--- src/hdl/ztp_pkg.sv ---
// Shared types and constants for the zone time profiler.
package ztp_pkg;

    localparam int unsigned ZONE_W   = 4;
    localparam int unsigned TS_W     = 32;
    localparam int unsigned MS_W     = 32;
    localparam int unsigned FRAC_W   = 17;
    localparam int unsigned ALPHA_W  = 17;
    localparam int unsigned CFG_AW   = 2;
    localparam int unsigned CFG_DW   = 32;
    localparam int unsigned DVD_W    = 64;

    localparam logic [31:0]        TPS_RESET   = 32'd46875000;
    localparam logic [ALPHA_W-1:0] ALPHA_RESET = 17'd3277;
    localparam logic [ALPHA_W-1:0] ALPHA_ONE   = 17'd65536;
    localparam logic [FRAC_W-1:0]  FRAC_ONE    = 17'd65536;

    // Register indexes of the configuration port.
    localparam logic [CFG_AW-1:0] REG_ENABLE = 2'd0;
    localparam logic [CFG_AW-1:0] REG_TPS    = 2'd1;
    localparam logic [CFG_AW-1:0] REG_ALPHA  = 2'd2;

    typedef enum logic [1:0] {
        REQ_BEGIN  = 2'd0,
        REQ_END    = 2'd1,
        REQ_FRAME  = 2'd2,
        REQ_UNUSED = 2'd3
    } req_t;

    typedef enum logic [1:0] {
        ST_OK       = 2'd0,
        ST_RANGE    = 2'd1,
        ST_NO_BEGIN = 2'd2,
        ST_DISABLED = 2'd3
    } status_t;

endpackage

--- src/hdl/ztp_div.sv ---
// Bit-serial restoring divider: one quotient bit per cycle.
module ztp_div
(
    input  logic                        clk,
    input  logic                        rst_n,
    input  logic                        start,
    input  logic [ztp_pkg::DVD_W-1:0]   dividend,
    input  logic [31:0]                 divisor,
    output logic                        done,
    output logic [ztp_pkg::DVD_W-1:0]   quotient
);

    localparam int unsigned CW = $clog2(ztp_pkg::DVD_W + 1);

    logic                      busy_reg;
    logic [CW-1:0]             cnt_reg;
    logic [31:0]               rem_reg;
    logic [31:0]               dsr_reg;
    logic [ztp_pkg::DVD_W-1:0] dvd_reg;
    logic                      done_reg;
    logic [32:0]               trial;
    logic                      fits;

    // The dividend shifts out at the top while quotient bits shift in below.
    assign trial = {rem_reg, dvd_reg[ztp_pkg::DVD_W-1]};
    assign fits  = trial >= {1'b0, dsr_reg};

    always_ff @(posedge clk or negedge rst_n)
    begin
        if (!rst_n)
        begin
            busy_reg <= 1'b0;
            done_reg <= 1'b0;
            cnt_reg  <= '0;
        end
        else
        begin
            done_reg <= 1'b0;
            if (start)
            begin
                busy_reg <= 1'b1;
                cnt_reg  <= '0;
            end
            else if (busy_reg)
            begin
                cnt_reg <= cnt_reg + 1'b1;
                if (cnt_reg == CW'(ztp_pkg::DVD_W - 1))
                begin
                    busy_reg <= 1'b0;
                    done_reg <= 1'b1;
                end
            end
        end
    end

    always_ff @(posedge clk)
    begin
        if (start)
        begin
            rem_reg <= '0;
            dsr_reg <= divisor;
            dvd_reg <= dividend;
        end
        else if (busy_reg)
        begin
            rem_reg <= fits ? 32'(trial - {1'b0, dsr_reg}) : trial[31:0];
            dvd_reg <= {dvd_reg[ztp_pkg::DVD_W-2:0], fits};
        end
    end

    assign done     = done_reg;
    assign quotient = dvd_reg;

endmodule

--- src/hdl/ztp_blend.sv ---
// Bit-serial moving-average blend: one bit of alpha per cycle, rounded at the end.
module ztp_blend
(
    input  logic                          clk,
    input  logic                          rst_n,
    input  logic                          start,
    input  logic [ztp_pkg::MS_W-1:0]      ema,
    input  logic [ztp_pkg::MS_W-1:0]      ms,
    input  logic [ztp_pkg::ALPHA_W-1:0]   alpha,
    output logic                          done,
    output logic [ztp_pkg::MS_W-1:0]      result
);

    localparam int unsigned AW = ztp_pkg::ALPHA_W;
    localparam int unsigned CW = $clog2(AW + 1);

    logic          busy_reg;
    logic          done_reg;
    logic [CW-1:0] cnt_reg;
    logic [AW-1:0] a_reg;
    logic [AW-1:0] b_reg;
    logic [47:0]   ms_sh_reg;
    logic [47:0]   ema_sh_reg;
    logic [47:0]   sum_reg;
    logic [47:0]   rounded;

    always_ff @(posedge clk or negedge rst_n)
    begin
        if (!rst_n)
        begin
            busy_reg <= 1'b0;
            done_reg <= 1'b0;
            cnt_reg  <= '0;
        end
        else
        begin
            done_reg <= 1'b0;
            if (start)
            begin
                busy_reg <= 1'b1;
                cnt_reg  <= '0;
            end
            else if (busy_reg)
            begin
                cnt_reg <= cnt_reg + 1'b1;
                if (cnt_reg == CW'(AW - 1))
                begin
                    busy_reg <= 1'b0;
                    done_reg <= 1'b1;
                end
            end
        end
    end

    always_ff @(posedge clk)
    begin
        if (start)
        begin
            a_reg      <= alpha;
            b_reg      <= AW'(ztp_pkg::ALPHA_ONE - alpha);
            ms_sh_reg  <= 48'(ms);
            ema_sh_reg <= 48'(ema);
            sum_reg    <= '0;
        end
        else if (busy_reg)
        begin
            sum_reg    <= sum_reg + (a_reg[0] ? ms_sh_reg : 48'd0)
                                  + (b_reg[0] ? ema_sh_reg : 48'd0);
            a_reg      <= a_reg >> 1;
            b_reg      <= b_reg >> 1;
            ms_sh_reg  <= ms_sh_reg << 1;
            ema_sh_reg <= ema_sh_reg << 1;
        end
    end

    assign rounded = sum_reg + 48'd32768;
    assign done    = done_reg;
    assign result  = rounded[47:16];

endmodule

--- src/hdl/zone_time_profiler_ema_top.sv ---
// Top level of the per-zone time profiler with moving-average reporting.
//
// Zone begin and end words go through the 64-bit serial divider that forms the
// zone fraction; when the zone is out of range or the total average is zero the
// division is skipped. A frame-done word first sums the accumulators. Then, for
// each zone, it runs the serial division to milliseconds. After the first frame
// a 17-bit serial blend follows. The fraction division comes last. One word is
// processed at a time; the finished result sits in an output register so that
// the next word may be taken while it waits. A disabled profiler answers without
// any division and leaves all state untouched.
module zone_time_profiler_ema_top
#(
    parameter int unsigned NUM_ZONES  = 6,
    parameter int unsigned TOTAL_ZONE = 5
)
(
    input  logic                        clk,
    input  logic                        rst_n,
    input  logic                        s_tvalid,
    output logic                        s_tready,
    input  logic [39:0]                 s_tdata,   // zone[3:0], timestamp[35:4]
    input  logic [1:0]                  s_tuser,   // req_type[1:0]
    output logic                        m_tvalid,
    input  logic                        m_tready,
    output logic [55:0]                 m_tdata,   // zone_ms[31:0], zone_fraction[48:32]
    output logic [1:0]                  m_tuser,   // status[1:0]
    input  logic                        cfg_we,
    input  logic [ztp_pkg::CFG_AW-1:0]  cfg_addr,
    input  logic [ztp_pkg::CFG_DW-1:0]  cfg_wdata
);

    localparam int unsigned ZW        = (NUM_ZONES > 1) ? $clog2(NUM_ZONES) : 1;
    localparam bit          HAS_TOTAL = TOTAL_ZONE < NUM_ZONES;
    localparam logic [ZW-1:0] TOT_IDX = ZW'(TOTAL_ZONE % NUM_ZONES);
    localparam logic [ZW-1:0] LAST_IDX = ZW'(NUM_ZONES - 1);

    typedef enum logic [8:0] {
        S_IDLE   = 9'b000000001,
        S_EXEC   = 9'b000000010,
        S_SUM    = 9'b000000100,
        S_CONV   = 9'b000001000,
        S_CONVW  = 9'b000010000,
        S_BLENDW = 9'b000100000,
        S_FRAC   = 9'b001000000,
        S_FRACW  = 9'b010000000,
        S_OUT    = 9'b100000000
    } state_t;

    state_t state_reg;

    logic                              enable_reg;
    logic [31:0]                       tps_reg;
    logic [ztp_pkg::ALPHA_W-1:0]       alpha_reg;

    ztp_pkg::req_t                     req_reg;
    logic [ztp_pkg::ZONE_W-1:0]        zone_reg;
    logic [ztp_pkg::TS_W-1:0]          ts_reg;

    logic [31:0]                       start_reg  [NUM_ZONES];
    logic [31:0]                       acc_reg    [NUM_ZONES];
    logic [31:0]                       avg_reg    [NUM_ZONES];
    logic [NUM_ZONES-1:0]              active_reg;
    logic                              first_reg;

    logic [ZW-1:0]                     idx_reg;
    logic [31:0]                       sum_reg;
    ztp_pkg::status_t                  status_reg;
    logic [ztp_pkg::MS_W-1:0]          zms_reg;
    logic [ztp_pkg::FRAC_W-1:0]        frac_reg;

    logic                              m_tvalid_reg;
    ztp_pkg::status_t                  m_status_reg;
    logic [ztp_pkg::MS_W-1:0]          m_ms_reg;
    logic [ztp_pkg::FRAC_W-1:0]        m_frac_reg;

    logic                              in_range;
    logic [ZW-1:0]                     zi;
    logic [31:0]                       tps_eff;
    logic [ztp_pkg::ALPHA_W-1:0]       alpha_eff;
    logic [31:0]                       total_avg;
    logic [41:0]                       acc_x1000;
    logic [ztp_pkg::DVD_W-1:0]         ms_num;
    logic [ztp_pkg::DVD_W-1:0]         frac_num;
    logic [31:0]                       sum_next;
    logic [31:0]                       ms_sat;

    logic                              div_start;
    logic [ztp_pkg::DVD_W-1:0]         div_dividend;
    logic [31:0]                       div_divisor;
    logic                              div_done;
    logic [ztp_pkg::DVD_W-1:0]         div_q;
    logic                              blend_start;
    logic                              blend_done;
    logic [ztp_pkg::MS_W-1:0]          blend_result;

    assign in_range  = {1'b0, zone_reg} < 5'(NUM_ZONES);
    assign zi        = zone_reg[ZW-1:0];
    assign tps_eff   = (tps_reg == 32'd0) ? 32'd1 : tps_reg;
    assign alpha_eff = (alpha_reg > ztp_pkg::ALPHA_ONE) ? ztp_pkg::ALPHA_ONE : alpha_reg;
    assign total_avg = HAS_TOTAL ? avg_reg[TOT_IDX] : 32'd0;

    // acc * 1000 as shifts: 1024 - 16 - 8.
    assign acc_x1000 = {acc_reg[idx_reg], 10'd0} - 42'({acc_reg[idx_reg], 4'd0})
                     - 42'({acc_reg[idx_reg], 3'd0});
    assign ms_num    = 64'({acc_x1000, 16'd0}) + 64'(tps_eff[31:1]);
    assign frac_num  = {16'd0, avg_reg[zi], 16'd0};
    assign sum_next  = sum_reg + ((idx_reg != TOT_IDX) ? acc_reg[idx_reg] : 32'd0);
    assign ms_sat    = (div_q[63:32] != 32'd0) ? 32'hFFFF_FFFF : div_q[31:0];

    assign div_start    = (state_reg == S_CONV)
                        || ((state_reg == S_FRAC) && in_range && (total_avg != 32'd0));
    assign div_dividend = (state_reg == S_FRAC) ? frac_num : ms_num;
    assign div_divisor  = (state_reg == S_FRAC) ? total_avg : tps_eff;
    assign blend_start  = (state_reg == S_CONVW) && div_done && !first_reg;

    ztp_div u_div
    (
        .clk      (clk),
        .rst_n    (rst_n),
        .start    (div_start),
        .dividend (div_dividend),
        .divisor  (div_divisor),
        .done     (div_done),
        .quotient (div_q)
    );

    ztp_blend u_blend
    (
        .clk    (clk),
        .rst_n  (rst_n),
        .start  (blend_start),
        .ema    (avg_reg[idx_reg]),
        .ms     (ms_sat),
        .alpha  (alpha_eff),
        .done   (blend_done),
        .result (blend_result)
    );

    always_ff @(posedge clk or negedge rst_n)
    begin
        if (!rst_n)
        begin
            enable_reg <= 1'b0;
            tps_reg    <= ztp_pkg::TPS_RESET;
            alpha_reg  <= ztp_pkg::ALPHA_RESET;
        end
        else if (cfg_we)
        begin
            case (cfg_addr)
                ztp_pkg::REG_ENABLE: enable_reg <= cfg_wdata[0];
                ztp_pkg::REG_TPS:    tps_reg    <= cfg_wdata;
                ztp_pkg::REG_ALPHA:  alpha_reg  <= cfg_wdata[ztp_pkg::ALPHA_W-1:0];
                default:             ;
            endcase
        end
    end

    always_ff @(posedge clk or negedge rst_n)
    begin
        if (!rst_n)
        begin
            state_reg    <= S_IDLE;
            active_reg   <= '0;
            first_reg    <= 1'b1;
            m_tvalid_reg <= 1'b0;
            m_status_reg <= ztp_pkg::ST_OK;
            m_ms_reg     <= '0;
            m_frac_reg   <= '0;
            status_reg   <= ztp_pkg::ST_OK;
            zms_reg      <= '0;
            frac_reg     <= '0;
            sum_reg      <= '0;
            idx_reg      <= '0;
            for (int i = 0; i < NUM_ZONES; i++)
            begin
                start_reg[i] <= '0;
                acc_reg[i]   <= '0;
                avg_reg[i]   <= '0;
            end
        end
        else
        begin
            // The output register is only emptied here when no new word loads it.
            if (m_tvalid_reg && m_tready && (state_reg != S_OUT))
            begin
                m_tvalid_reg <= 1'b0;
            end
            case (state_reg)
                S_IDLE:
                begin
                    if (s_tvalid)
                    begin
                        state_reg <= S_EXEC;
                    end
                end
                S_EXEC:
                begin
                    if (!enable_reg)
                    begin
                        status_reg <= ztp_pkg::ST_DISABLED;
                        zms_reg    <= '0;
                        frac_reg   <= '0;
                        state_reg  <= S_OUT;
                    end
                    else if (req_reg == ztp_pkg::REQ_FRAME)
                    begin
                        status_reg <= ztp_pkg::ST_OK;
                        idx_reg    <= '0;
                        sum_reg    <= '0;
                        state_reg  <= S_SUM;
                    end
                    else
                    begin
                        if (in_range && (req_reg == ztp_pkg::REQ_END) && !active_reg[zi])
                        begin
                            status_reg <= ztp_pkg::ST_NO_BEGIN;
                        end
                        else
                        begin
                            status_reg <= ztp_pkg::ST_OK;
                        end
                        if (in_range && (req_reg == ztp_pkg::REQ_BEGIN))
                        begin
                            start_reg[zi]  <= ts_reg;
                            active_reg[zi] <= 1'b1;
                        end
                        else if (in_range && (req_reg == ztp_pkg::REQ_END) && active_reg[zi])
                        begin
                            acc_reg[zi]    <= acc_reg[zi] + (ts_reg - start_reg[zi]);
                            active_reg[zi] <= 1'b0;
                        end
                        state_reg <= S_FRAC;
                    end
                end
                S_SUM:
                begin
                    sum_reg <= sum_next;
                    if (idx_reg == LAST_IDX)
                    begin
                        if (HAS_TOTAL)
                        begin
                            acc_reg[TOT_IDX] <= sum_next;
                        end
                        idx_reg   <= '0;
                        state_reg <= S_CONV;
                    end
                    else
                    begin
                        idx_reg <= idx_reg + 1'b1;
                    end
                end
                S_CONV:
                begin
                    state_reg <= S_CONVW;
                end
                S_CONVW:
                begin
                    if (div_done)
                    begin
                        if (first_reg)
                        begin
                            avg_reg[idx_reg]    <= ms_sat;
                            acc_reg[idx_reg]    <= '0;
                            active_reg[idx_reg] <= 1'b0;
                            if (idx_reg == LAST_IDX)
                            begin
                                first_reg <= 1'b0;
                                state_reg <= S_FRAC;
                            end
                            else
                            begin
                                idx_reg   <= idx_reg + 1'b1;
                                state_reg <= S_CONV;
                            end
                        end
                        else
                        begin
                            state_reg <= S_BLENDW;
                        end
                    end
                end
                S_BLENDW:
                begin
                    if (blend_done)
                    begin
                        avg_reg[idx_reg]    <= blend_result;
                        acc_reg[idx_reg]    <= '0;
                        active_reg[idx_reg] <= 1'b0;
                        if (idx_reg == LAST_IDX)
                        begin
                            first_reg <= 1'b0;
                            state_reg <= S_FRAC;
                        end
                        else
                        begin
                            idx_reg   <= idx_reg + 1'b1;
                            state_reg <= S_CONV;
                        end
                    end
                end
                S_FRAC:
                begin
                    frac_reg <= '0;
                    if (!in_range)
                    begin
                        status_reg <= ztp_pkg::ST_RANGE;
                        zms_reg    <= '0;
                        state_reg  <= S_OUT;
                    end
                    else
                    begin
                        zms_reg   <= avg_reg[zi];
                        state_reg <= (total_avg != 32'd0) ? S_FRACW : S_OUT;
                    end
                end
                S_FRACW:
                begin
                    if (div_done)
                    begin
                        frac_reg  <= (div_q > 64'(ztp_pkg::FRAC_ONE))
                                   ? ztp_pkg::FRAC_ONE : div_q[ztp_pkg::FRAC_W-1:0];
                        state_reg <= S_OUT;
                    end
                end
                S_OUT:
                begin
                    if (!m_tvalid_reg || m_tready)
                    begin
                        m_tvalid_reg <= 1'b1;
                        m_status_reg <= status_reg;
                        m_ms_reg     <= zms_reg;
                        m_frac_reg   <= frac_reg;
                        state_reg    <= S_IDLE;
                    end
                end
                default:
                begin
                    state_reg <= S_IDLE;
                end
            endcase
        end
    end

    // Input word is captured on acceptance.
    always_ff @(posedge clk)
    begin
        if (s_tvalid && s_tready)
        begin
            req_reg  <= ztp_pkg::req_t'(s_tuser);
            zone_reg <= s_tdata[3:0];
            ts_reg   <= s_tdata[35:4];
        end
    end

    assign s_tready = (state_reg == S_IDLE);
    assign m_tvalid = m_tvalid_reg;
    assign m_tuser  = m_status_reg;
    assign m_tdata  = {7'd0, m_frac_reg, m_ms_reg};

endmodule

--- config.mk ---
export PLATFORM = sky130hd
export DESIGN_NAME = zone_time_profiler_ema_top
export DESIGN_NICKNAME = d
export VERILOG_FILES = /design/src/hdl/ztp_pkg.sv /design/src/hdl/ztp_div.sv /design/src/hdl/ztp_blend.sv /design/src/hdl/zone_time_profiler_ema_top.sv
export SDC_FILE = /design/constraint.sdc
export NUM_CORES = 2
export LEC_CHECK = 0
export BUFFER_PORTS_ARGS = -buffer_cell sky130_fd_sc_hd__buf_2
export CORE_MARGIN = 5
export CORE_UTILIZATION = 50
export DETAILED_ROUTE_END_ITERATION = 10
export HOLD_SLACK_MARGIN = 0.03
export PLACE_DENSITY_LB_ADDON = 0.08
export SYNTH_ARGS = -nofsm -noshare
export SYNTH_HDL_FRONTEND = slang
export SYNTH_SLANG_ARGS = --single-unit
--- constraint.sdc ---
create_clock -name clk -period 14.9 [get_ports clk]
set_clock_uncertainty 0.1 [all_clocks]
set_input_delay 2.98 -clock clk [delete_from_list [all_inputs] [get_ports clk]]
set_output_delay 2.98 -clock clk [all_outputs]
set_load 0.05 [all_outputs]
[Word-level counts from Yosys, hierarchy flattened]
Cells that the tools add are included.
Operators by class
  mux-type cells: 131
  bitwise gates (word level): 10
  $lt $le $gt $ge: 12
  add/sub/neg operators: 14
  reduce and logical (&&, ||, !) cells: 49
  eq/ne operators: 34
Operator list (number)
  $mux 192: 10
  $mux 32: 26
  $bwmux 192: 4
  $bmux 32 s3: 5
  $pmux 160 s3: 1
  $pmux 192 s2: 1
  $and 192x192->192: 1
  $demux 32 s3: 2
  $not 192->192: 1
  $mux 17: 8
  $mux 64: 2
  $pmux 32 s2: 2
  $pmux 32 s4: 1
  $add 48x48->48: 2
  $mux 48: 2
  $mux 9: 9
  $pmux 9 s9: 1
  $add 32x32->32: 2
  $gt 64x17->1 const B: 1
  $reduce_bool 32->1: 2
  $sub 32x32->32: 2
  $add 58x31->59: 1
  $mux 59: 1
  $pmux 17 s3: 1
  64 further kinds: 162
Storage, ports and cells
  bits in registers: 1140
  input bits: 81
  word-level logic and storage cells: 302
  output and inout port bits: 60

[Logic depth before layout (Yosys ltp)]
  word-level depth: 12
  mapped depth: 29
  depth with buffers taken out: 25

[By module]
Synthesis repeated with hierarchy kept, for this count alone.
Second synthesis, totals
  cell total of the unflattened synthesis: 6496
  area, all modules: 65718.0 µm²
By module, submodules not included
  zone_time_profiler_ema_top: seq. area each 20686.1 µm², times used 1, area each 45705.1 µm², cells each 4620
  ztp_blend: seq. area each 4719.5 µm², times used 1, area each 12429.4 µm², cells each 1190
  ztp_div: seq. area each 3748.6 µm², times used 1, area each 7583.5 µm², cells each 686

[Worst setup path after synthesis]
Ideal clock, no wire load.
  path type: register to register
  start point: register idx_reg[0]
  end point: register u_div.dvd_reg, in the netlist u_div.quotient[56] (data pin)
  clock period less this slack: 6.613 ns
  setup slack: 8.287 ns
  library setup time: 0.266 ns
  data required time: 14.534 ns
  arrival time: 6.247 ns
  cell stages (with the launch flop): 24
  path buffers: 4
  cell sequence: dfrtp_1 -> buf_4 -> buf_2 -> nor3_1 -> clkbuf_1 -> clkbuf_1 -> a221oi_1 -> fa_1 -> ha_1 -> and2_1 -> a221oi_4 -> o21ai_0 -> xor2_1 -> ha_1 -> nand2_1 -> o21ai_0 -> a211o_1 -> nand4b_1 -> nor4_4 -> nand4_2 -> nor4_2 -> nor3b_1 -> xor2_1 -> o21ai_1
Between the ends
  longest elaborated chain between the ends: 9
RTL lines
  from (decl): line zone_time_profiler_ema_top.sv:65  | logic [ZW-1:0] idx_reg;
  from (signal assigned): line zone_time_profiler_ema_top.sv:249  | idx_reg <= idx_reg + 1'b1;
  from (signal assigned): line zone_time_profiler_ema_top.sv:272  | idx_reg <= idx_reg + 1'b1;
  from (signal assigned): line zone_time_profiler_ema_top.sv:296  | idx_reg <= idx_reg + 1'b1;
  $not 3->4 (not written as such) *: line zone_time_profiler_ema_top.sv:103, zone_time_profiler_ema_top.sv:104
  $bmux 32 s3 *: line zone_time_profiler_ema_top.sv:103, zone_time_profiler_ema_top.sv:104
  $mux 32 (not written as such) * (2 in a row): line zone_time_profiler_ema_top.sv:103, zone_time_profiler_ema_top.sv:104
  $sub 42x36->42: line zone_time_profiler_ema_top.sv:103  | assign acc_x1000 = {acc_reg[idx_reg], 10'd0} - 42'({acc_reg[idx_reg], 4'd0})
  $sub 42x35->42 *: line zone_time_profiler_ema_top.sv:104  | - 42'({acc_reg[idx_reg], 3'd0});
  $add 58x31->59 *: line zone_time_profiler_ema_top.sv:105  | assign ms_num = 64'({acc_x1000, 16'd0}) + 64'(tps_eff[31:1]);
  $mux 59 *: line zone_time_profiler_ema_top.sv:112  | assign div_dividend = (state_reg == S_FRAC) ? frac_num : ms_num;
  $mux 64 *: line ztp_div.sv:58  | if (start)
  to (signal assigned): line ztp_div.sv:62  | dvd_reg <= dividend;
  to (signal assigned): line ztp_div.sv:67  | dvd_reg <= {dvd_reg[ztp_pkg::DVD_W-2:0], fits};
  to (decl): line ztp_div.sv:19  | logic [ztp_pkg::DVD_W-1:0] dvd_reg;
Every way passes the cells marked *; elsewhere a longest branch is shown, timed or not. The select of a mux whose other input is x is not followed.
A chain may end at the register's enable or synchronous reset.

[Worst setup path in the final report]
Same ends and word-level chain as after synthesis.

==> qor.csv <==
stage,metric,value,unit
placement,PortBufs,129,
route,routed vias,51953,
logic_synthesis,Ys Warns,0,
logic_synthesis,cell area after synthesis,63600,um^2
route,DRC,0,
logic_synthesis,ys flop type,dfrtp_1,
die,Die Ht,367,um
logic_synthesis,cell count after synthesis,6842,
clock_tree,setup bufs post-CTS,0,
worst_setup_path,Setup crit end kind,flip-flop,
route,Detail Route Antenna Nets,0,
clock_tree,CTS tree,done,
timing,period utilization,0.553,
route,wire per inst,23.5,um
worst_setup_path,Worst EP required,15.33,ns
pwr,Power Total,12800,uW
logic_synthesis,number of synthesized flops with an enable pin,232,
worst_setup_path,Crit Path Category,flip-flop to flip-flop,
clock_tree,Clock Latency Late Sink,0.78,ns
die,Total Die Area,135000,um^2
worst_setup_path,"delay-heaviest family, CP",compound AO/OA/AOI/OAI gates,
grt,Tot GR Track Use,0.294,
worst_setup_path,Max stage delay on crit path,0.97,ns
worst_setup_path,Worst EP arrival,8.66,ns
worst_setup_path,worst path bufs/invs,2,
clock_tree,clock buffer depth,3,
die,Die X-Extent,367,um
final_layout,area grow syn2layout,10.9,%
worst_setup_path,worst-path cell chain,nor3_2 -> buf_4 -> buf_4 -> a22oi_1 -> nand2_1 -> a221oi_1 -> ha_1 -> ha_1 -> a21o_1 -> o21bai_1 -> a41oi_1 -> xnor2_1 -> ha_1 -> nor3_1 -> a211oi_1 -> a211o_1 -> nand4b_1 -> nor4_4 -> nand4_2 -> nor4_2 -> nor3b_1 -> xor2_1 -> o21ai_1,
hold_path,Hold Crit Class,flip-flop to flip-flop,
final_layout,area taken by flip-flops and latches,29200,um^2
clock_tree,Sink Count,1140,
pwr,power density cells,182,nW/um^2
timing,fmax,0.121,GHz
final_layout,share of cells above drive strength 1,0.106,
grt,first-pass GRT wire length,309000,um
logic_synthesis,synthesized area per cell,9.30,um^2
logic_synthesis,sequential share of the synthesized area,0.458,
worst_setup_path,CP dominant cell by count,ha_1,
timing,setup_tns,0,ns
route,WL final,201000,um
timing,worst-case hold slack,0.375,ns
die,std cell rows,130,
timing,headroom to the max-slew limit,0.184,
die,core area,126000,um^2
clock_tree,H-tree depth,4,
worst_setup_path,CP Launch Type,flip-flop,
grt,antenna violations before repair,5,
route,DR pass1 iterations,6,
grt,vias in the first global route,50744,
die,Initial Util,0.505,
timing,Slew Limit Fails,0,
status,status,finished clean,
placement,Cells after DPL,8329,
clock_tree,cells resized by post-CTS repair,0,
clock_tree,register clock-pin slew on the reported worst setup and hold paths,0.06,ns
timing,Final setup viols,0,
final_layout,Util after Layout,0.560,
job,max-cap violations,0,
pwr,leakage,0.0325,uW
placement,Final GP Congestion,0.899,
final_layout,area occupied by multi-input gates,31800,um^2
placement,post-DP HPWL,136000,um
final_layout,fill count,11318,
worst_setup_path,crit-path max FO,40,
timing,unrepaired setup endpoints after global routing,no,
clock_tree,CTS Hold Bufs,0,
clock_tree,Num CTS Buffers,132,
clock_tree,Root Buffer,clkbuf_16,
route,vias per cell,6.06,
pwr,Peak VDD IR,306,uV
logic_synthesis,"FF+latch count, synth",1140,
worst_setup_path,CP max-delay cell,dfrtp_1,
grt,GR Overflow Total,0,
timing,min Tclk post-route,8.24,ns
final_layout,fin nets,7209,
final_layout,final cell count without fillers,8577,
die,I/O pin count,141,
logic_synthesis,Unique masters post-synth,102,
logic_synthesis,asr flop ratio synth,0.698,
timing,Least-Margin Pin Slew,1.22,ns
route,initial DRC count,4476,
timing,final hold vios,0,
grt,largest net degree at the start of global routing,182,
[worst min-delay path, cell delays in order (launching register included)]
cell     delay, ns
dfxtp_1       0.31
inv_1         0.04
o21ai_0       0.07
[synthesized netlist by cell type, types with 61 or more instances]
cell | count | area, um^2
a22o_1 | 72 | 631
ha_1 | 208 | 2600
mux2i_1 | 112 | 1120
fa_1 | 107 | 2140
xor2_1 | 81 | 709
dfrtp_1 | 775 | 19400
xnor2_1 | 150 | 1310
inv_1 | 330 | 1240
nor2_1 | 358 | 1340
a221oi_1 | 110 | 963
dfxtp_1 | 112 | 2240
nand3_1 | 134 | 671
nor3_1 | 61 | 305
a22oi_1 | 334 | 2510
mux2_2 | 152 | 1710
o21ai_0 | 828 | 4140
edfxtp_1 | 232 | 6970
a21o_1 | 106 | 796
nand2_1 | 1287 | 4830
a21oi_1 | 231 | 1160
clkbuf_1 | 366 | 1370
[metal layers]
layer	GRT usage	up-vias	routed length, um	share of wire
met5	0	-	25	0.00012
met4	0.159	4	12200	0.061
met3	0.0421	450	12300	0.061
met2	0.488	1871	95100	0.47
met1	0.375	25465	81800	0.41
li1	-	24163	-	-
[where the power goes]
part	switching (uW)	total (uW)	leakage (uW)	internal (uW)
logic	3500	5660	0.0166	2160
clock network	1400	3470	0.00227	2070
registers	241	3720	0.0136	3480
[cell usage in the layout (no fill, tap or decap), types with 81 or more instances in the layout]
master	synthesis	layout
inv_1	330	330
a22oi_1	334	334
dfxtp_1	112	112
xor2_1	81	81
buf_2	14	128
a21o_1	106	106
nor2_1	358	355
fa_1	107	107
mux2i_1	112	112
nand2_1	1287	1267
nand3_1	134	133
ha_1	208	208
dfrtp_1	775	773
xnor2_1	150	150
o21ai_0	828	828
buf_4	9	122
edfxtp_1	232	232
a21oi_1	231	230
clkbuf_16	0	136
mux2_2	152	152
a221oi_1	110	109
[final timing paths]
path | startpoint | endpoint | slack, ns | cells after the start
setup / recovery | idx_reg[0] | u_div.quotient[56] | 6.66 | 23
hold / removal | u_div.rem_reg[31] | u_div.rem_reg[31] | 0.38 | 2
setup reg to reg | idx_reg[0] | u_div.quotient[56] | 6.66 | 23
hold reg to reg | u_div.rem_reg[31] | u_div.rem_reg[31] | 0.38 | 2
max in group asynchronous | rst_n | u_div.busy_reg | 10.04 | 3
min in group asynchronous | rst_n | avg_reg[142] | 2.16 | 1
[cells by family (layout without fill, tap and decap cells)]
family / Yosys count / in the layout / share of synthesized area
AO/OA/AOI/OAI: 1957 / 1957 / 0.196
flip-flops: 1140 / 1140 / 0.458
AND/OR/NAND/NOR: 2179 / 2179 / 0.149
adder cells (fa/ha/maj): 315 / 315 / 0.0746
buffers and inverters: 754 / 829 / 0.0455
multiplexers: 265 / 265 / 0.0449
XOR/XNOR: 231 / 231 / 0.0318
other: 1 / 11 / 0.0000589
[layout make-up]
class / count / area share
tap: 1650 / 0.0293
clock buffer: 184 / 0.0533
inverter: 331 / 0.0176
clock inverter: 60 / 0.0124
sequential: 1140 / 0.413
antenna: 4 / 0.000142
timing repair buffer: 254 / 0.0231
multi-input combinational: 4954 / 0.451
[stage by stage]
stage	setup slack (ns)	area, um^2
floorplan	8.29	63700
global placement	6.77	65900
detailed placement	6.81	65900
CTS	6.75	70500
global route	6.19	70500
finish	6.66	70600
Power figures use the tool's default switching activity.
